===== config.mk =====
export PLATFORM = sky130hd
export DESIGN_NAME = lfu_writeback_cluster_cache_ctrl_flat
export DESIGN_NICKNAME = d
export VERILOG_FILES = /design/src/hdl/lfuwbc_pkg.sv /design/src/hdl/lfuwbc_req_if.sv /design/src/hdl/lfuwbc_rsp_if.sv /design/src/hdl/lfuwbc_front.sv /design/src/hdl/lfuwbc_queue.sv /design/src/hdl/lfuwbc_back.sv /design/src/hdl/lfu_writeback_cluster_cache_ctrl.sv /design/src/flat_wrapper.sv
export SDC_FILE = /design/constraint.sdc
export NUM_CORES = 1
export LEC_CHECK = 0
export BUFFER_PORTS_ARGS = -buffer_cell sky130_fd_sc_hd__buf_2
export CAP_MARGIN = 40
export CORE_MARGIN = 8
export CORE_UTILIZATION = 55
export CTS_CLUSTER_SIZE = 14
export DETAILED_ROUTE_END_ITERATION = 16
export PLACE_DENSITY = 0.72
export SLEW_MARGIN = 20
export SYNTH_ARGS = -nofsm -noshare
export SYNTH_HDL_FRONTEND = slang
export SYNTH_SLANG_ARGS = --single-unit

===== constraint.sdc =====
create_clock -name clk -period 5.5 [get_ports clk]
set_input_delay 0.275 -clock clk [delete_from_list [all_inputs] [get_ports clk]]
set_output_delay 0.275 -clock clk [all_outputs]
set_load 0.1 [all_outputs]

===== src/hdl/lfuwbc_pkg.sv =====
// Shared types and constants for the LFU write-back cluster cache controller.
// No dependencies; compile first.
package lfuwbc_pkg;

    localparam int SECTOR_W    = 18;
    localparam int CLUSTER_W   = 17;
    localparam int COUNT_W     = 16;
    localparam int SLOT_OUT_W  = 3;
    localparam int DIVISOR_W   = 8;                    // holds up to 255 sectors per cluster
    localparam int DIV_SHIFT   = SECTOR_W + DIVISOR_W; // reciprocal precision
    localparam int QUEUE_DEPTH = 2;

    localparam logic [COUNT_W-1:0] COUNT_MAX = 16'hFFFF;

    typedef enum logic [1:0] {
        OP_READ      = 2'd0,
        OP_WRITE     = 2'd1,
        OP_FLUSH_ONE = 2'd2,
        OP_FLUSH_ALL = 2'd3
    } op_t;

    // Decoded request handed from front end to back end.
    typedef struct packed {
        op_t                  op;
        logic [CLUSTER_W-1:0] cluster;
        logic                 sub_sector;
        logic                 free_buffer;
    } req_t;

    typedef enum logic [1:0] {
        BK_IDLE,
        BK_LOOKUP,
        BK_SCAN,
        BK_EMIT
    } back_state_t;

endpackage


===== src/hdl/lfuwbc_req_if.sv =====
// Request channel: valid/ready handshake plus request payload.
// Depends on lfuwbc_pkg.
interface lfuwbc_req_if;
    logic                            valid;
    logic                            ready;
    logic [1:0]                      operation;
    logic [lfuwbc_pkg::SECTOR_W-1:0] sector;
    logic                            free_buffer;

    modport source (output valid, output operation, output sector, output free_buffer,
                    input ready);
    modport sink   (input valid, input operation, input sector, input free_buffer,
                    output ready);
endinterface


===== src/hdl/lfuwbc_rsp_if.sv =====
// Result channel: valid/ready handshake plus result payload.
// Depends on lfuwbc_pkg.
interface lfuwbc_rsp_if;
    logic                              valid;
    logic                              ready;
    logic                              hit;
    logic [lfuwbc_pkg::SLOT_OUT_W-1:0] slot;
    logic                              sub_sector;
    logic                              fill_needed;
    logic [lfuwbc_pkg::CLUSTER_W-1:0]  fill_cluster;
    logic                              writeback_needed;
    logic [lfuwbc_pkg::CLUSTER_W-1:0]  writeback_cluster;
    logic                              slot_found;
    logic                              last;

    modport source (output valid, output hit, output slot, output sub_sector,
                    output fill_needed, output fill_cluster, output writeback_needed,
                    output writeback_cluster, output slot_found, output last,
                    input ready);
    modport sink   (input valid, input hit, input slot, input sub_sector,
                    input fill_needed, input fill_cluster, input writeback_needed,
                    input writeback_cluster, input slot_found, input last,
                    output ready);
endinterface


===== src/hdl/lfuwbc_front.sv =====
// Front end: accepts requests and splits the sector into cluster and sub-sector.
// Three-stage pipeline (reciprocal multiply, back-multiply, correction).
// Depends on lfuwbc_pkg and lfuwbc_req_if.
module lfuwbc_front #(
    parameter int SECTORS_PER_CLUSTER = 2
) (
    input  logic               clk,
    input  logic               rst_n,
    lfuwbc_req_if.sink         req,
    output logic               item_valid,
    input  logic               item_ready,
    output lfuwbc_pkg::req_t   item
);
    import lfuwbc_pkg::*;

    localparam int PROD_W = SECTOR_W + DIV_SHIFT + 1;
    localparam int QD_W   = SECTOR_W + DIVISOR_W;
    localparam logic [DIV_SHIFT:0] RECIP =
        (DIV_SHIFT + 1)'((64'd1 << DIV_SHIFT) / SECTORS_PER_CLUSTER);
    localparam logic [DIVISOR_W-1:0] DIVISOR = DIVISOR_W'(SECTORS_PER_CLUSTER);

    logic                 en;
    logic                 v1_reg, v2_reg, v3_reg;
    logic [PROD_W-1:0]    prod_reg;
    logic [SECTOR_W-1:0]  sec1_reg, sec2_reg;
    op_t                  op1_reg, op2_reg;
    logic                 fb1_reg, fb2_reg;
    logic [SECTOR_W-1:0]  q0_reg;
    logic [QD_W-1:0]      qd_reg;
    req_t                 item_reg;

    logic [SECTOR_W-1:0]  q0_next;
    logic [QD_W-1:0]      rem0;
    logic [SECTOR_W-1:0]  quot;
    logic [QD_W-1:0]      rem;
    req_t                 item_next;

    // whole pipeline holds while the last stage cannot hand off
    assign en        = !v3_reg || item_ready;
    assign req.ready = en;

    always_comb
    begin
        q0_next = prod_reg[DIV_SHIFT +: SECTOR_W];
        // estimate is the true quotient or one below it
        rem0 = QD_W'(sec2_reg) - qd_reg;
        if (rem0 >= QD_W'(DIVISOR))
        begin
            quot = q0_reg + SECTOR_W'(1);
            rem  = rem0 - QD_W'(DIVISOR);
        end
        else
        begin
            quot = q0_reg;
            rem  = rem0;
        end
        item_next.op          = op2_reg;
        item_next.cluster     = quot[CLUSTER_W-1:0];
        item_next.sub_sector  = rem[0];
        item_next.free_buffer = fb2_reg;
    end

    always_ff @(posedge clk or negedge rst_n)
    begin
        if (!rst_n)
        begin
            v1_reg <= 1'b0;
            v2_reg <= 1'b0;
            v3_reg <= 1'b0;
        end
        else if (en)
        begin
            v1_reg <= req.valid;
            v2_reg <= v1_reg;
            v3_reg <= v2_reg;
        end
    end

    always_ff @(posedge clk)
    begin
        if (en)
        begin
            prod_reg <= PROD_W'(req.sector) * PROD_W'(RECIP);
            sec1_reg <= req.sector;
            op1_reg  <= op_t'(req.operation);
            fb1_reg  <= req.free_buffer;
            q0_reg   <= q0_next;
            qd_reg   <= QD_W'(q0_next) * QD_W'(DIVISOR);
            sec2_reg <= sec1_reg;
            op2_reg  <= op1_reg;
            fb2_reg  <= fb1_reg;
            item_reg <= item_next;
        end
    end

    assign item_valid = v3_reg;
    assign item       = item_reg;

endmodule


===== src/hdl/lfuwbc_queue.sv =====
// Short request queue between the front and back ends.
// Depends on lfuwbc_pkg.
module lfuwbc_queue (
    input  logic             clk,
    input  logic             rst_n,
    input  logic             push_valid,
    output logic             push_ready,
    input  lfuwbc_pkg::req_t push_data,
    output logic             pop_valid,
    input  logic             pop_ready,
    output lfuwbc_pkg::req_t pop_data
);
    import lfuwbc_pkg::*;

    localparam int PTR_W = $clog2(QUEUE_DEPTH);
    localparam int CNT_W = $clog2(QUEUE_DEPTH + 1);
    localparam logic [PTR_W-1:0] LAST_PTR = PTR_W'(QUEUE_DEPTH - 1);

    req_t             mem [QUEUE_DEPTH];
    logic [PTR_W-1:0] wr_ptr_reg, rd_ptr_reg;
    logic [CNT_W-1:0] count_reg;
    logic             push, pop;

    assign push_ready = (count_reg != CNT_W'(QUEUE_DEPTH));
    assign pop_valid  = (count_reg != '0);
    assign push       = push_valid && push_ready;
    assign pop        = pop_valid && pop_ready;
    assign pop_data   = mem[rd_ptr_reg];

    always_ff @(posedge clk or negedge rst_n)
    begin
        if (!rst_n)
        begin
            wr_ptr_reg <= '0;
            rd_ptr_reg <= '0;
            count_reg  <= '0;
        end
        else
        begin
            if (push)
                wr_ptr_reg <= (wr_ptr_reg == LAST_PTR) ? '0 : wr_ptr_reg + PTR_W'(1);
            if (pop)
                rd_ptr_reg <= (rd_ptr_reg == LAST_PTR) ? '0 : rd_ptr_reg + PTR_W'(1);
            if (push && !pop)
                count_reg <= count_reg + CNT_W'(1);
            else if (pop && !push)
                count_reg <= count_reg - CNT_W'(1);
        end
    end

    always_ff @(posedge clk)
    begin
        if (push)
            mem[wr_ptr_reg] <= push_data;
    end

endmodule


===== src/hdl/lfuwbc_back.sv =====
// Back end: tag lookup, LFU victim scan, slot state update and result register.
// Depends on lfuwbc_pkg and lfuwbc_rsp_if.
module lfuwbc_back #(
    parameter int SLOTS = 6
) (
    input  logic             clk,
    input  logic             rst_n,
    input  logic             item_valid,
    output logic             item_ready,
    input  lfuwbc_pkg::req_t item,
    lfuwbc_rsp_if.source     rsp
);
    import lfuwbc_pkg::*;

    localparam int SLOT_W = $clog2(SLOTS);
    localparam logic [SLOT_W-1:0] LAST_SLOT = SLOT_W'(SLOTS - 1);

    typedef struct packed {
        logic                  hit;
        logic [SLOT_OUT_W-1:0] slot;
        logic                  sub_sector;
        logic                  fill_needed;
        logic [CLUSTER_W-1:0]  fill_cluster;
        logic                  writeback_needed;
        logic [CLUSTER_W-1:0]  writeback_cluster;
        logic                  slot_found;
        logic                  last;
    } rsp_t;

    back_state_t          state_reg, state_next;
    req_t                 cur_reg, cur_next;
    logic [SLOT_W-1:0]    sel_reg, sel_next;
    logic [SLOT_W-1:0]    scan_reg, scan_next;
    logic [COUNT_W-1:0]   best_reg, best_next;
    logic                 found_reg, found_next;
    logic                 victim_reg, victim_next;

    logic [SLOTS-1:0]     valid_reg;
    logic [SLOTS-1:0]     dirty_reg;
    logic [COUNT_W-1:0]   count_reg [SLOTS];
    logic [CLUSTER_W-1:0] cluster_reg [SLOTS];

    logic                 out_valid_reg;
    rsp_t                 out_reg;
    rsp_t                 rsp_next;
    logic                 out_free;
    logic                 fire;

    logic [SLOTS-1:0]     match_vec;
    logic                 any_match, any_empty;
    logic [SLOT_W-1:0]    hit_idx, empty_idx;

    logic [SLOT_W-1:0]    rd_idx;
    logic [COUNT_W-1:0]   rd_cnt;
    logic                 rd_valid, rd_dirty;
    logic [CLUSTER_W-1:0] rd_cluster;
    logic [SLOT_W+SLOT_OUT_W-1:0] slot_ext;

    logic                 upd_en, upd_tag;
    logic                 new_valid, new_dirty;
    logic [COUNT_W-1:0]   new_count, inc_count;

    // parallel tag compare, first match wins; highest empty slot wins
    always_comb
    begin
        hit_idx   = '0;
        empty_idx = '0;
        for (int i = 0; i < SLOTS; i++)
            match_vec[i] = valid_reg[i] && (cluster_reg[i] == cur_reg.cluster);
        for (int i = SLOTS - 1; i >= 0; i--)
            if (match_vec[i])
                hit_idx = SLOT_W'(i);
        for (int i = 0; i < SLOTS; i++)
            if (!valid_reg[i])
                empty_idx = SLOT_W'(i);
        any_match = |match_vec;
        any_empty = ~&valid_reg;
    end

    // one read port into the slot state
    assign rd_idx     = (state_reg == BK_SCAN) ? scan_reg : sel_reg;
    assign rd_cnt     = count_reg[rd_idx];
    assign rd_valid   = valid_reg[rd_idx];
    assign rd_dirty   = dirty_reg[rd_idx];
    assign rd_cluster = cluster_reg[rd_idx];
    assign slot_ext   = {{SLOT_OUT_W{1'b0}}, sel_reg};
    assign inc_count  = (rd_cnt == COUNT_MAX) ? rd_cnt : rd_cnt + COUNT_W'(1);
    assign out_free   = !out_valid_reg || rsp.ready;

    always_comb
    begin
        state_next  = state_reg;
        cur_next    = cur_reg;
        sel_next    = sel_reg;
        scan_next   = scan_reg;
        best_next   = best_reg;
        found_next  = found_reg;
        victim_next = victim_reg;
        item_ready  = 1'b0;
        fire        = 1'b0;
        rsp_next    = '0;
        upd_en      = 1'b0;
        upd_tag     = 1'b0;
        new_valid   = rd_valid;
        new_dirty   = rd_dirty;
        new_count   = rd_cnt;

        case (state_reg)
            BK_IDLE:
            begin
                item_ready = 1'b1;
                if (item_valid)
                begin
                    cur_next   = item;
                    state_next = BK_LOOKUP;
                end
            end

            BK_LOOKUP:
            begin
                victim_next = 1'b0;
                found_next  = any_match;
                state_next  = BK_EMIT;
                case (cur_reg.op)
                    OP_READ, OP_WRITE:
                    begin
                        if (any_match)
                            sel_next = hit_idx;
                        else if (any_empty)
                            sel_next = empty_idx;
                        else
                        begin
                            scan_next   = '0;
                            victim_next = 1'b1;
                            state_next  = BK_SCAN;
                        end
                    end
                    OP_FLUSH_ONE:
                        sel_next = any_match ? hit_idx : '0;
                    default:
                        sel_next = '0;
                endcase
            end

            BK_SCAN:
            begin
                // strict less-than keeps the first slot among equal counts
                if ((scan_reg == '0) || (rd_cnt < best_reg))
                begin
                    best_next = rd_cnt;
                    sel_next  = scan_reg;
                end
                if (scan_reg == LAST_SLOT)
                    state_next = BK_EMIT;
                else
                    scan_next = scan_reg + SLOT_W'(1);
            end

            BK_EMIT:
            begin
                fire = out_free;
                rsp_next.slot = slot_ext[SLOT_OUT_W-1:0];
                rsp_next.last = 1'b1;
                case (cur_reg.op)
                    OP_READ, OP_WRITE:
                    begin
                        upd_en              = fire;
                        rsp_next.sub_sector = cur_reg.sub_sector;
                        new_valid           = 1'b1;
                        if (found_reg)
                        begin
                            rsp_next.hit = 1'b1;
                            new_dirty    = rd_dirty || (cur_reg.op == OP_WRITE);
                            new_count    = inc_count;
                        end
                        else
                        begin
                            upd_tag                    = 1'b1;
                            rsp_next.fill_needed       = 1'b1;
                            rsp_next.fill_cluster      = cur_reg.cluster;
                            rsp_next.writeback_needed  = victim_reg && rd_dirty;
                            rsp_next.writeback_cluster =
                                (victim_reg && rd_dirty) ? rd_cluster : '0;
                            new_dirty                  = (cur_reg.op == OP_WRITE);
                            new_count                  = COUNT_W'(1);
                        end
                    end
                    default:
                    begin
                        // flush one (when found) and flush all share the slot update
                        upd_en = fire && ((cur_reg.op == OP_FLUSH_ALL) || found_reg);
                        if ((cur_reg.op == OP_FLUSH_ALL) || found_reg)
                        begin
                            rsp_next.writeback_needed  = rd_dirty;
                            rsp_next.writeback_cluster = rd_dirty ? rd_cluster : '0;
                        end
                        else
                            rsp_next.slot = '0;
                        new_dirty = 1'b0;
                        if (cur_reg.free_buffer)
                        begin
                            new_valid = 1'b0;
                            new_count = '0;
                        end
                        if (cur_reg.op == OP_FLUSH_ALL)
                        begin
                            rsp_next.slot_found = rd_valid;
                            rsp_next.last       = (sel_reg == LAST_SLOT);
                        end
                        else
                            rsp_next.slot_found = found_reg;
                    end
                endcase

                if (fire)
                begin
                    if ((cur_reg.op == OP_FLUSH_ALL) && (sel_reg != LAST_SLOT))
                        sel_next = sel_reg + SLOT_W'(1);
                    else
                        state_next = BK_IDLE;
                end
            end

            default:
                state_next = BK_IDLE;
        endcase
    end

    always_ff @(posedge clk or negedge rst_n)
    begin
        if (!rst_n)
        begin
            state_reg     <= BK_IDLE;
            sel_reg       <= '0;
            scan_reg      <= '0;
            found_reg     <= 1'b0;
            victim_reg    <= 1'b0;
            out_valid_reg <= 1'b0;
        end
        else
        begin
            state_reg  <= state_next;
            sel_reg    <= sel_next;
            scan_reg   <= scan_next;
            found_reg  <= found_next;
            victim_reg <= victim_next;
            if (fire)
                out_valid_reg <= 1'b1;
            else if (rsp.ready)
                out_valid_reg <= 1'b0;
        end
    end

    always_ff @(posedge clk)
    begin
        cur_reg  <= cur_next;
        best_reg <= best_next;
        if (fire)
            out_reg <= rsp_next;
        if (upd_en && upd_tag)
            cluster_reg[sel_reg] <= cur_reg.cluster;
    end

    always_ff @(posedge clk or negedge rst_n)
    begin
        if (!rst_n)
        begin
            valid_reg <= '0;
            dirty_reg <= '0;
            for (int i = 0; i < SLOTS; i++)
                count_reg[i] <= '0;
        end
        else if (upd_en)
        begin
            valid_reg[sel_reg] <= new_valid;
            dirty_reg[sel_reg] <= new_dirty;
            count_reg[sel_reg] <= new_count;
        end
    end

    assign rsp.valid             = out_valid_reg;
    assign rsp.hit               = out_reg.hit;
    assign rsp.slot              = out_reg.slot;
    assign rsp.sub_sector        = out_reg.sub_sector;
    assign rsp.fill_needed       = out_reg.fill_needed;
    assign rsp.fill_cluster      = out_reg.fill_cluster;
    assign rsp.writeback_needed  = out_reg.writeback_needed;
    assign rsp.writeback_cluster = out_reg.writeback_cluster;
    assign rsp.slot_found        = out_reg.slot_found;
    assign rsp.last              = out_reg.last;

    // a cluster never sits in two valid slots
    a_tag_unique: assert property (@(posedge clk) disable iff (!rst_n)
        $onehot0(match_vec))
        else $error("cluster cached in more than one slot");

    // eviction only happens with every slot occupied
    a_victim_valid: assert property (@(posedge clk) disable iff (!rst_n)
        (state_reg == BK_EMIT) && victim_reg |-> valid_reg[sel_reg])
        else $error("evicting an empty slot");

    // a write leaves its slot valid and dirty
    a_write_dirty: assert property (@(posedge clk) disable iff (!rst_n)
        fire && (cur_reg.op == OP_WRITE) |=>
            dirty_reg[$past(sel_reg)] && valid_reg[$past(sel_reg)])
        else $error("written slot not marked dirty");

    // a freeing flush of a slot leaves it empty and clean
    a_flush_free: assert property (@(posedge clk) disable iff (!rst_n)
        fire && upd_en && cur_reg.free_buffer &&
            ((cur_reg.op == OP_FLUSH_ONE) || (cur_reg.op == OP_FLUSH_ALL)) |=>
            !valid_reg[$past(sel_reg)] && !dirty_reg[$past(sel_reg)])
        else $error("freed slot still valid or dirty");

endmodule


===== src/hdl/lfu_writeback_cluster_cache_ctrl.sv =====
// Top level of the LFU write-back cluster cache controller.
// Depends on lfuwbc_pkg, lfuwbc_req_if, lfuwbc_rsp_if, lfuwbc_front,
// lfuwbc_queue and lfuwbc_back.
//
// Throughput: the back end handles one request at a time (pop, lookup, result),
//   adding a use-count scan over all slots when a victim must be chosen; flush-all
//   walks every slot (one result per cycle while the result side keeps up).
// Reset (async, active low) empties all slots and clears dirty bits, use counts,
//   queue and pipeline. Tags are not reset; no clearing pass is needed.
module lfu_writeback_cluster_cache_ctrl #(
    parameter int SLOTS               = 6,
    parameter int SECTORS_PER_CLUSTER = 2
) (
    input  logic         clk,
    input  logic         rst_n,
    lfuwbc_req_if.sink   req,
    lfuwbc_rsp_if.source rsp
);
    import lfuwbc_pkg::*;

    // Front end -> queue: decoded item (cluster number, sub-sector, op).
    logic fr_valid, fr_ready;
    req_t fr_item;

    // Queue -> back end.
    logic bk_valid, bk_ready;
    req_t bk_item;

    // The front end splits the sector with a reciprocal multiply and one
    // correction step; it keeps accepting while the back end is busy, up to
    // the three pipeline stages plus the queue.
    lfuwbc_front #(
        .SECTORS_PER_CLUSTER (SECTORS_PER_CLUSTER)
    ) u_front (
        .clk        (clk),
        .rst_n      (rst_n),
        .req        (req),
        .item_valid (fr_valid),
        .item_ready (fr_ready),
        .item       (fr_item)
    );

    lfuwbc_queue u_queue (
        .clk        (clk),
        .rst_n      (rst_n),
        .push_valid (fr_valid),
        .push_ready (fr_ready),
        .push_data  (fr_item),
        .pop_valid  (bk_valid),
        .pop_ready  (bk_ready),
        .pop_data   (bk_item)
    );

    // The back end owns all slot state. It handles one item at a time: tag
    // compare across all slots in parallel, then either a direct result or
    // a walk over the use counts, one slot a cycle, to find the victim.
    // Results leave through a registered output stage.
    lfuwbc_back #(
        .SLOTS (SLOTS)
    ) u_back (
        .clk        (clk),
        .rst_n      (rst_n),
        .item_valid (bk_valid),
        .item_ready (bk_ready),
        .item       (bk_item),
        .rsp        (rsp)
    );

endmodule


===== src/flat_wrapper.sv =====
// flat-port wrapper written by rule: the top's interface ports become plain ports
module lfu_writeback_cluster_cache_ctrl_flat import lfuwbc_pkg::*;
#(
    parameter int SLOTS               = 6,
    parameter int SECTORS_PER_CLUSTER = 2
)
  (clk, rst_n, req_valid, req_operation, req_sector, req_free_buffer, req_ready, rsp_valid, rsp_hit, rsp_slot, rsp_sub_sector, rsp_fill_needed, rsp_fill_cluster, rsp_writeback_needed, rsp_writeback_cluster, rsp_slot_found, rsp_last, rsp_ready);
  lfuwbc_req_if req_i ();
  lfuwbc_rsp_if rsp_i ();
  input  logic clk;
  input  logic rst_n;
  input wire logic [$bits(req_i.valid)-1:0] req_valid;
  input wire logic [$bits(req_i.operation)-1:0] req_operation;
  input wire logic [$bits(req_i.sector)-1:0] req_sector;
  input wire logic [$bits(req_i.free_buffer)-1:0] req_free_buffer;
  output wire logic [$bits(req_i.ready)-1:0] req_ready;
  output wire logic [$bits(rsp_i.valid)-1:0] rsp_valid;
  output wire logic [$bits(rsp_i.hit)-1:0] rsp_hit;
  output wire logic [$bits(rsp_i.slot)-1:0] rsp_slot;
  output wire logic [$bits(rsp_i.sub_sector)-1:0] rsp_sub_sector;
  output wire logic [$bits(rsp_i.fill_needed)-1:0] rsp_fill_needed;
  output wire logic [$bits(rsp_i.fill_cluster)-1:0] rsp_fill_cluster;
  output wire logic [$bits(rsp_i.writeback_needed)-1:0] rsp_writeback_needed;
  output wire logic [$bits(rsp_i.writeback_cluster)-1:0] rsp_writeback_cluster;
  output wire logic [$bits(rsp_i.slot_found)-1:0] rsp_slot_found;
  output wire logic [$bits(rsp_i.last)-1:0] rsp_last;
  input wire logic [$bits(rsp_i.ready)-1:0] rsp_ready;
  assign req_i.valid = req_valid;
  assign req_i.operation = req_operation;
  assign req_i.sector = req_sector;
  assign req_i.free_buffer = req_free_buffer;
  assign req_ready = req_i.ready;
  assign rsp_valid = rsp_i.valid;
  assign rsp_hit = rsp_i.hit;
  assign rsp_slot = rsp_i.slot;
  assign rsp_sub_sector = rsp_i.sub_sector;
  assign rsp_fill_needed = rsp_i.fill_needed;
  assign rsp_fill_cluster = rsp_i.fill_cluster;
  assign rsp_writeback_needed = rsp_i.writeback_needed;
  assign rsp_writeback_cluster = rsp_i.writeback_cluster;
  assign rsp_slot_found = rsp_i.slot_found;
  assign rsp_last = rsp_i.last;
  assign rsp_i.ready = rsp_ready;
  lfu_writeback_cluster_cache_ctrl #(.SLOTS(SLOTS), .SECTORS_PER_CLUSTER(SECTORS_PER_CLUSTER)) u_core (.clk(clk), .rst_n(rst_n), .req(req_i), .rsp(rsp_i));
endmodule

Word-level counts from Yosys, hierarchy flattened
Memory sizes are Yosys's and may differ from the RTL's. A register that Yosys moved wholly into a read port is not among the register bits.
Index checks and enable logic that the tools add are counted.
W data, S select, Z words.

storage, ports and cells
  bits in registers = 265
  latch bits = 0
  memory bits (writable) = 144
  bits in read-only memories = 0
  output and inout bits = 45
  memories kept = 2

memory list
  memory                     words  width  rd ports  clocked after memory_dff  write ports  line                source
  u_core.u_back.cluster_reg  6      17     7         0                         1            lfuwbc_back.sv:41   logic [CLUSTER_W-1:0] cluster_reg [SLOTS];
  u_core.u_queue.mem         2      21     1         1                         1            lfuwbc_queue.sv:19  req_t mem [QUEUE_DEPTH];

cells by class
  add/sub/neg operators = 10
  $mul = 0
  div/mod/pow operators = 0
  magnitude comparators = 8
  equal/unequal tests = 28
  shifts and indexed selects = 0
  mux-type cells = 91
  bitwise gates (word level) = 4
  reduce and logical (&&, ||, !) cells = 44

operators by type and width
  cell                     count
  $mux W16                 8
  $eq A17 B17 Y1           6
  $bwmux W96               1
  $mux W3                  23
  $mux W17                 3
  $bmux W16 S3             1
  $demux W16 S3            1
  $mux W1                  36
  $mux W18                 2
  $mux W36                 1
  $ge A26 B2 Y1 const B    1
  $sub A18 B18 Y19         1
  $add A17 B1 Y17 const B  1
  $add A16 B1 Y16 const B  1
  $eq A16 B16 Y1 const B   1
  $logic_and A1 B1 Y1      16
  $lt A16 B16 Y1           1
  $ne A2 B2 Y1 const B     8
  $bwmux W6                2
  $mux W2                  6
  $pmux W3 S2              2
  $reduce_and A5 Y1        2
  $pmux W3 S3              1
  $eq A2 B2 Y1 const B     4
  31 further kinds         56

Logic depth before layout (Yosys ltp)
Gate-level depths: netlist of the first run.

  depth in word-level cells = 12
  depth in mapped cells = 18

Cells and area by module
From an unflattened synthesis of the first run, not the netlist that was laid out.

second synthesis, totals
  cell total of the unflattened synthesis = 1618
  area total of the unflattened synthesis = 20315.7 um^2

by module, submodules not included
  module        times used  cells each  area an instance (um^2)
  lfuwbc_back   1           1465        16565.9
  lfuwbc_front  1           70          2018.2
  lfuwbc_queue  1           83          1731.7

Worst setup path before layout of the first run
No wires, ideal clock.

  path type = reg2reg
  start point = reg u_core.u_back.state_reg[0]
  end point = reg u_core.u_back.best_reg[0], enable pin
  setup time = 388 ps
  arrival time = 4367 ps
  slack = 744 ps
  stages on the path, launching flop included = 15
  path buffers = 1
  cell sequence = dfrtp_1 inv_1 ha_1 mux2i_4 buf_2 mux2_2 a222oi_1 inv_1 ha_1 and2_1 a221oi_1 and3_1 and3_1 o21ai_0 nor2_1

on the way
  word-level cells in the longest chain between the ends = 9

RTL lines
  element                                       line                source
  start, declared                               lfuwbc_back.sv:30   back_state_t state_reg, state_next;
  start signal, assigned                        lfuwbc_back.sv:242  state_reg <= state_next;
  $eq A2 B2 Y1                                  lfuwbc_back.sv:81   assign rd_idx = (state_reg == BK_SCAN) ? scan_reg : sel_reg;
  $mux W3                                       lfuwbc_back.sv:81
  $not A3 Y4 (not written as such)              lfuwbc_back.sv:82   assign rd_cnt = count_reg[rd_idx];
  $bmux W16 S3                                  lfuwbc_back.sv:82
  $mux W16 (not written as such) (2 in series)  lfuwbc_back.sv:82
  named net u_core.u_back.rd_cnt[6]             lfuwbc_back.sv:54   logic [COUNT_W-1:0] rd_cnt;
  $lt A16 B16 Y1                                lfuwbc_back.sv:148  if ((scan_reg == '0) || (rd_cnt < best_reg))
  $logic_or A1 B1 Y1                            lfuwbc_back.sv:148
  $reduce_and A2 Y1 (no source line)            n/a
  end signal, assigned                          lfuwbc_back.sv:257  best_reg <= best_next;
  end, declared                                 lfuwbc_back.sv:34   logic [COUNT_W-1:0] best_reg, best_next;

The timed path passes the listed nets, and every way through them passes these cells. The select of a mux whose other input is x is not followed.
A chain may end at the register's enable or synchronous reset.

Worst setup path in the final report of the first run
  start point = reg u_core.u_back.state_reg[0]
  end point = reg u_core.u_back.sel_reg[0]

on the way
  word-level cells in the longest chain between the ends = 10
  elaborated cells on any way between the ends = 17

RTL lines
  element                                       line                source
  $eq A2 B2 Y1                                  lfuwbc_back.sv:81
  $mux W3                                       lfuwbc_back.sv:81
  $not A3 Y4 (not written as such)              lfuwbc_back.sv:82
  $bmux W16 S3                                  lfuwbc_back.sv:82
  $mux W16 (not written as such) (2 in series)  lfuwbc_back.sv:82
  named net u_core.u_back.rd_cnt[7]             lfuwbc_back.sv:54
  $lt A16 B16 Y1                                lfuwbc_back.sv:148
  $logic_or A1 B1 Y1                            lfuwbc_back.sv:148
  $ne A2 B1 Y1 (no source line)                 n/a
  $reduce_and A5 Y1 (no source line)            n/a
  end signal, assigned                          lfuwbc_back.sv:243  sel_reg <= sel_next;
  end, declared                                 lfuwbc_back.sv:32   logic [SLOT_W-1:0] sel_reg, sel_next;

The timed path passes the listed nets, and every way through them passes these cells. The select of a mux whose other input is x is not followed.

==> results of run 1 <==
==> per-stage QoR <==
step	setup slack (ns)	total power, mW	util [%]	cell area (um^2)	instances
final	0.3445	13.04	62.75	22700	2155
after global routing	0.1545	13.69	62.75	22700	2155
after CTS	0.2998	13.05	62.51	22610	2150
after detailed placement	0.3022	10.08	57.94	20960	2047
after global placement	0.4216	9.906	57.75	20890	2042
after floorplan	0.7444	8.733	-	19990	1553
==> logic make-up (layout without fill, tap and decap cells) <==
kind of cell	Yosys count	count (layout)
and+or+nand+nor	507	507
adders and majority gates	28	28
muxes	126	126
AOI/OAI and AO/OA	200	200
xor gates and xnor gates	107	107
buffers and inverters	138	272
DFF	447	447
==> power by group <==
group / internal, mW / switching [mW] / total, mW
registers: 4.83 / 0.657 / 5.48
clock network: 1.69 / 1.24 / 2.93
logic: 1.45 / 3.16 / 4.62
==> critical path: stages (launching register included) <==
cell and delay, ns:
dfrtp_1 0.41, inv_1 0.17, ha_1 0.38, mux2_4 0.51, mux2_2 0.38, a222oi_1 0.56, inv_1 0.21, ha_1 0.34
and2_1 0.18, a221oi_1 0.38, and3_1 0.22, and3_1 0.14, o21ai_0 0.10, and2_1 0.21, nor4_1 0.44, mux2_2 0.39
==> what timing repair did <==
item | CTS | global route
endpoints found under the setup margin | 0 | 0
endpoints found under the hold margin | 80 | 0
hold buffers | 23 | 0
==> cell type report <==
cell class                 instances  area (um^2)  area share, %
clock buffer                      56         1197          5.275
clock inverter                    24        227.7          1.003
inverter                          51        191.4         0.8434
multi-input combinational        968         6679          29.43
sequential                       447        12790          56.36
tap                              468        585.6          2.580
timing repair buffer             141         1025          4.515
==> synthesized netlist by cell type (all sizes together), types with 3 or more instances <==
cell type	instances	area (um^2)
a2111oi	3	45.05
a211oi	5	42.54
a21o	4	30.03
a21oi	47	235.2
a222oi	12	120.1
a22oi	5	47.54
a311oi	18	163.9
a31oi	20	125.1
and2	8	50.05
and3	43	274.0
buf	18	121.4
clkbuf	69	259.0
dfrtp	126	3153
edfxtp	321	9639
ha	28	350.3
inv	50	187.7
mux2	109	1246
mux2i	12	132.6
mux4	5	112.6
nand2	199	747.0
nand2b	4	25.02
nand3	55	275.3
nand4	39	244.0
nand4b	3	26.28
nor2	89	339.1
nor2b	4	25.02
nor3	18	90.09
nor3b	6	45.04
nor4	19	133.9
nor4b	5	43.79
o211ai	3	27.52
o21a	3	22.52
o21ai	49	249.0
o22ai	4	25.02
o31ai	4	43.79
o41ai	3	52.56
or2	4	25.02
or4	5	37.54
xnor2	69	604.3
xor2	38	332.8
==> worst paths after layout <==
check                      slack [ns]  depth (start not counted)                          end
min reg2reg                      0.42                          0      u_core.u_front.item[10]
max reg2reg                      0.34                         15     u_core.u_back.sel_reg[0]
max in group asynchronous        4.63                          4        u_core.u_front.v1_reg
min                              0.07                          2  u_core.u_back.count_reg[63]
min in group clk                 0.07                          3      u_core.u_back.rsp.valid
max                              0.34                         15     u_core.u_back.sel_reg[0]
==> cell usage in the layout (no fill, tap or decap), types with 23 or more instances in the layout <==
cell           count
a21oi_1           47
and3_1            42
buf_2             68
buf_4             43
clkbuf_16         45
dfrtp_1          126
dlygate4sd3_1     23
edfxtp_1         321
ha_1              28
inv_1             50
mux2_2           103
nand2_1          199
nand3_1           55
nand4_1           39
nor2_1            84
o21ai_0           44
xnor2_1           69
xor2_1            38
==> metal layers <==
layer	global-route usage [%]	share of wire [%]
met1	30.60	45
met2	31.45	45
met3	3.620	7.7
met4	6.065	2.3
met5	0	0
==> metrics.md, run 1 <==
| Metric | Value |
|---|---|
| Max-slew violation count | 0 |
| Vias in the first global route | 12400 |
| Final setup vio count | 0 |
| Largest net degree at the start of global routing | 70 |
| Chip width | 206.6 um |
| CP startpoint | u_core.u_back.state_reg[0] |
| Post-synth EDFFs | 321 |
| Initial antenna violation count | 1 |
| Multiplexer area fraction after synthesis | 7.463% |
| H-Tree Depth | 2 |
| TNS Setup | 0 ns |
| R2r startpoint | u_core.u_back.state_reg[0] |
| Max-Slew Margin vs Limit | 45.28% |
| Worst-Skew Late Latency | 0.57 ns |
| Die area | 42690 um^2 |
| Diode count | 0 |
| Worst vdd ir | 0.3261 mV |
| Post-CTS Setup Bufs | 0 |
| Root Driver | clkbuf_16 |
| CP Class | flip-flop to flip-flop |
| Max Cap Violations | 0 |
| First-pass GRT wire length | 69.49 mm |
| Crit path required time | 5.94 ns |
| Post-synth net total | 1606 |
| Post-synthesis adder-cell area fraction | 1.753% |
| Worst-path clk slew | 0.06 ns |
| Layout area overhead | 13.57% |
| Number of flip-flops in the largest register | 136 |
| Largest family of logic cells by synthesized area | simple AND/OR/NAND/NOR gates |
| DR vias | 12770 |
| Clock buffer depth | 3 |
| Core box area | 36170 um^2 |
| FP Rows | 70 |
| Via density | 5.924 |
| Routability cong. | 0.9035 |
| Avg Synthesized Cell Area | 12.87 um^2 |
| HPWL Detailed | 30.18 mm |
| Synth Instances | 1553 |
| Fmax | 0.1940 GHz |
| Dominant synthesized flop cell | edfxtp_1 |
| Post-Syn Area | 19990 um^2 |
| CP Capture Type | flip-flop |
| Xor-xnor portion of the synthesized cell area | 4.689% |
| TritonCTS Buffers | 45 |
| # nets final | 1707 |
| Minimum clock period | 5.156 ns |
| Post-CTS Resized | 0 |
| Gr ovfl total | 0 |
| Fraction of registers with async set/reset | 28.19% |
| Hold Crit Class | input port to async pin |
| Final Skew | 0.01757 ns |
| DR DRC count | 0 |
| Power per Cell Area | 574.4 nW/um^2 |
| Ports | 70 |
| Arr. time, crit path | 5.59 ns |
| Share of cells above drive strength 1 | 19.38% |
| Input/output buffers | 69 |
| Startpoint Class | flip-flop |
| CTS tree | yes |
| Aggregate global-route resource usage | 20.78% |
| Register bit total from synthesis | 447 |
| Antenna viol nets, final | 0 |
| Chip height | 206.6 um |
| WL final | 44.15 mm |
| TritonCTS Sinks | 447 |
| RSZ-0062 raised after global routing | no |
| Simple-Gate Fraction of Synth Area | 12.16% |
| FILL cells | 2700 |
| Outcome | complete, no violations |
| Fin crit share | 93.74% |
| Final hold vios | 0 |
| Synth unique cells | 78 |
| Leakage power | 8.868 nW |
| DR pass1 iterations | 9 |
| DR iter-0 viols | 1230 |
| Compound-Gate Fraction of Synth Area | 7.068% |
| Sequential element share of the synthesized area | 64.01% |
| Drt wl/cell | 20.49 um |
| Initial Util | 55.25% |
| YS warnings | 0 |
| Crit Path Max Fanout | 29 |
| Hold_ws | 0.06880 ns |
| Least-Margin Pin Slew | 0.8208 ns |
Power figures use the tool's default switching activity.
==> run 2: changes to the inputs <==
==> constraint.sdc (replaced) <==
create_clock -name clk -period 5.5 [get_ports clk]
set_input_delay 1.1 -clock clk [delete_from_list [all_inputs] [get_ports clk]]
set_output_delay 1.1 -clock clk [all_outputs]
set_load 0.1 [all_outputs]
==> metrics.md, run 2 (synthesis gave the netlist of run 1 again) <==
| Metric | Value |
|---|---|
| Outcome | complete, no violations |
| Crit path required time | 5.95 ns (about the same) |
| Worst-Skew Late Latency | 0.58 ns (about the same) |
| Diode count | 0 (unchanged) |
| Hold_ws | 0.4118 ns (+0.3430 ns) |
| DR iter-0 viols | 1295 (+5.3%) |
| Root Driver | clkbuf_16 |
| FP Rows | 70 (unchanged) |
| Most frequent cells in the layout | 321 x edfxtp_1, 199 x nand2_1, 126 x dfrtp_1 |
| Placed Instances | 2048 (+0.049%) |
| DR vias | 12750 (-0.13%) |
| Post-CTS Setup Bufs | 0 (unchanged) |
| TritonCTS Sinks | 447 (unchanged) |
| TNS Setup | 0 ns (unchanged) |
| Worst-path clk slew | 0.06 ns (about the same) |
| Final Instance Area | 22570 um^2 (-0.55%) |
| Fmax | 0.1950 GHz (+0.55%) |
| Minimum clock period | 5.127 ns (-0.02824 ns) |
| Drt wl/cell | 20.83 um (+1.7%) |
| HPWL Detailed | 30.51 mm (+1.1%) |
| Vias in the first global route | 12550 (+1.2%) |
| Final hold vios | 0 (unchanged) |
| Post-DP Area | 20970 um^2 (about the same) |
| Number of flip-flops in the largest register | 136 (unchanged) |
| Power per Cell Area | 585.3 nW/um^2 (+1.9%) |
| TritonCTS Buffers | 47 (+4.4%) |
| Antenna viol nets, final | 0 (unchanged) |
| Worst vdd ir | 0.3340 mV (+2.4%) |
| Least-Margin Pin Slew | 0.8140 ns (-0.006771 ns) |
| Largest net degree at the start of global routing | 70 (unchanged) |
| Initial antenna violation count | 0 (-1) |
| Final Skew | 0.02467 ns (+0.007101 ns) |
| Share of cells above drive strength 1 | 20.00% (+0.62 points) |
| Input/output buffers | 69 (unchanged) |
| Max-slew violation count | 0 (unchanged) |
| Leakage power | 8.808 nW (-0.68%) |
| # nets final | 1686 (-1.2%) |
| H-Tree Depth | 2 (unchanged) |
| DR pass1 iterations | 5 (-4) |
| WL final | 44.54 mm (+0.89%) |
| Final setup vio count | 0 (unchanged) |
| CTS tree | yes |
| Arr. time, crit path | 5.57 ns (-0.02 ns) |
| RSZ-0062 raised after global routing | no |
| Max-Slew Margin vs Limit | 45.73% (+0.45 points) |
| Aggregate global-route resource usage | 20.92% (+0.14 points) |
| Startpoint Class | flip-flop |
| Chip width | 206.6 um (unchanged) |
| Final Power | 13.21 mW (+1.3%) |
| CP Capture Type | flip-flop |
| Ports | 70 (unchanged) |
| Core box area | 36170 um^2 (unchanged) |
| Clock buffer depth | 3 (unchanged) |
| Layout area overhead | 12.95% |
| Hold Crit Class | input port to async pin |
| CP Class | flip-flop to flip-flop |
| First-pass GRT wire length | 69.92 mm (+0.63%) |
| Crit Path Max Fanout | 13 (-55%) |
| Max Cap Violations | 0 (unchanged) |
| DR DRC count | 0 (unchanged) |
| Non-Filler Instances | 2138 (-0.79%) |
| Die area | 42690 um^2 (unchanged) |
| Fin crit share | 93.22% (-0.51 points) |
| Chip height | 206.6 um (unchanged) |
| Most common cell after layout, fill and taps aside | edfxtp_1 |
| Gr ovfl total | 0 (unchanged) |
| Initial Util | 55.25% (unchanged) |
| Via density | 5.964 (+0.66%) |
| Routability cong. | 0.9133 (+1.1%) |
## run 2: cell count changes in the layout (fill, tap and decap cells not counted), sizes merged
cell	change
clkinvlp	+2
clkbuf	+2
clkinv	+3
dlygate4sd3	-23
inv	-1
## run 2: worst paths after layout
| path | start | endpoint | slack [ns] | cells past startpoint |
|---|---|---|---|---|
| setup / recovery | u_core.u_back.state_reg[0] | u_core.u_back.sel_reg[0] | 0.37 | 15 |
| hold / removal | rst_n | u_core.u_back.valid_reg[4] | 0.41 | 1 |
| setup reg to reg | u_core.u_back.state_reg[0] | u_core.u_back.sel_reg[0] | 0.37 | 15 |
| hold reg to reg | u_core.u_front.op2_reg[0] | u_core.u_front.item[19] | 0.41 | 0 |
| max in group asynchronous | rst_n | u_core.u_back.count_reg[81] | 4.25 | 2 |
| min in group clk | u_core.u_front.op2_reg[0] | u_core.u_front.item[19] | 0.41 | 0 |
## run 2: routing by layer
| layer | vias to the layer above | wire, um | global-route usage [%] | share of wire (%) |
|---|---|---|---|---|
| li1 | 5888 | - | - | - |
| met1 | 6244 | 19860 | 29.86 | 45 |
| met2 | 524 | 19690 | 31.43 | 44 |
| met3 | 94 | 3780 | 4.853 | 8.5 |
| met4 | 0 | 1206 | 6.913 | 2.7 |
| met5 | - | 0 | 0 | 0 |
## run 2: timing repair
action                                  CTS  global route
hold buffers                              0             0
resized for setup                         0             2
endpoints found under the setup margin    0             1
## run 2: worst max-delay path, cell delays in order (launching register included)
cell and delay (ns):
dfrtp_1 0.41, inv_1 0.17, ha_1 0.25, mux2i_4 0.53, mux2_2 0.40, a222oi_1 0.54
inv_1 0.22, ha_1 0.35, and2_1 0.18, a221oi_1 0.41, and3_1 0.23, and3_1 0.15
o21ai_0 0.11, and2_1 0.22, nor4_1 0.45, mux2_2 0.39
## run 2: per-stage QoR
step / setup slack, ns / util (%)
2_1_floorplan: 0.7444 / -
3_3_place_gp: 0.5036 / 57.77
3_5_place_dp: 0.2331 / 57.96
4_1_cts: 0.2282 / 62.21
5_1_grt: 0.04421 / 62.41
6_report: 0.3727 / 62.41
## run 2: final cells by class
cell class / count / area [um^2]
Tap cell: 468 / 585.6
Timing Repair Buffer: 118 / 774.5
Sequential cell: 447 / 12790
Fill cell: 2745 / 13600
Clock inverter: 28 / 280.3
Inverter: 51 / 191.4
Clock buffer: 58 / 1257
Multi-Input combinational cell: 968 / 6693
## run 2: where the power goes
| part | leakage (nW) | switching (mW) | internal, mW |
|---|---|---|---|
| clock | 0.742 | 1.31 | 1.78 |
| sequential | 4.70 | 0.667 | 4.83 |
| combinational | 3.37 | 3.18 | 1.45 |
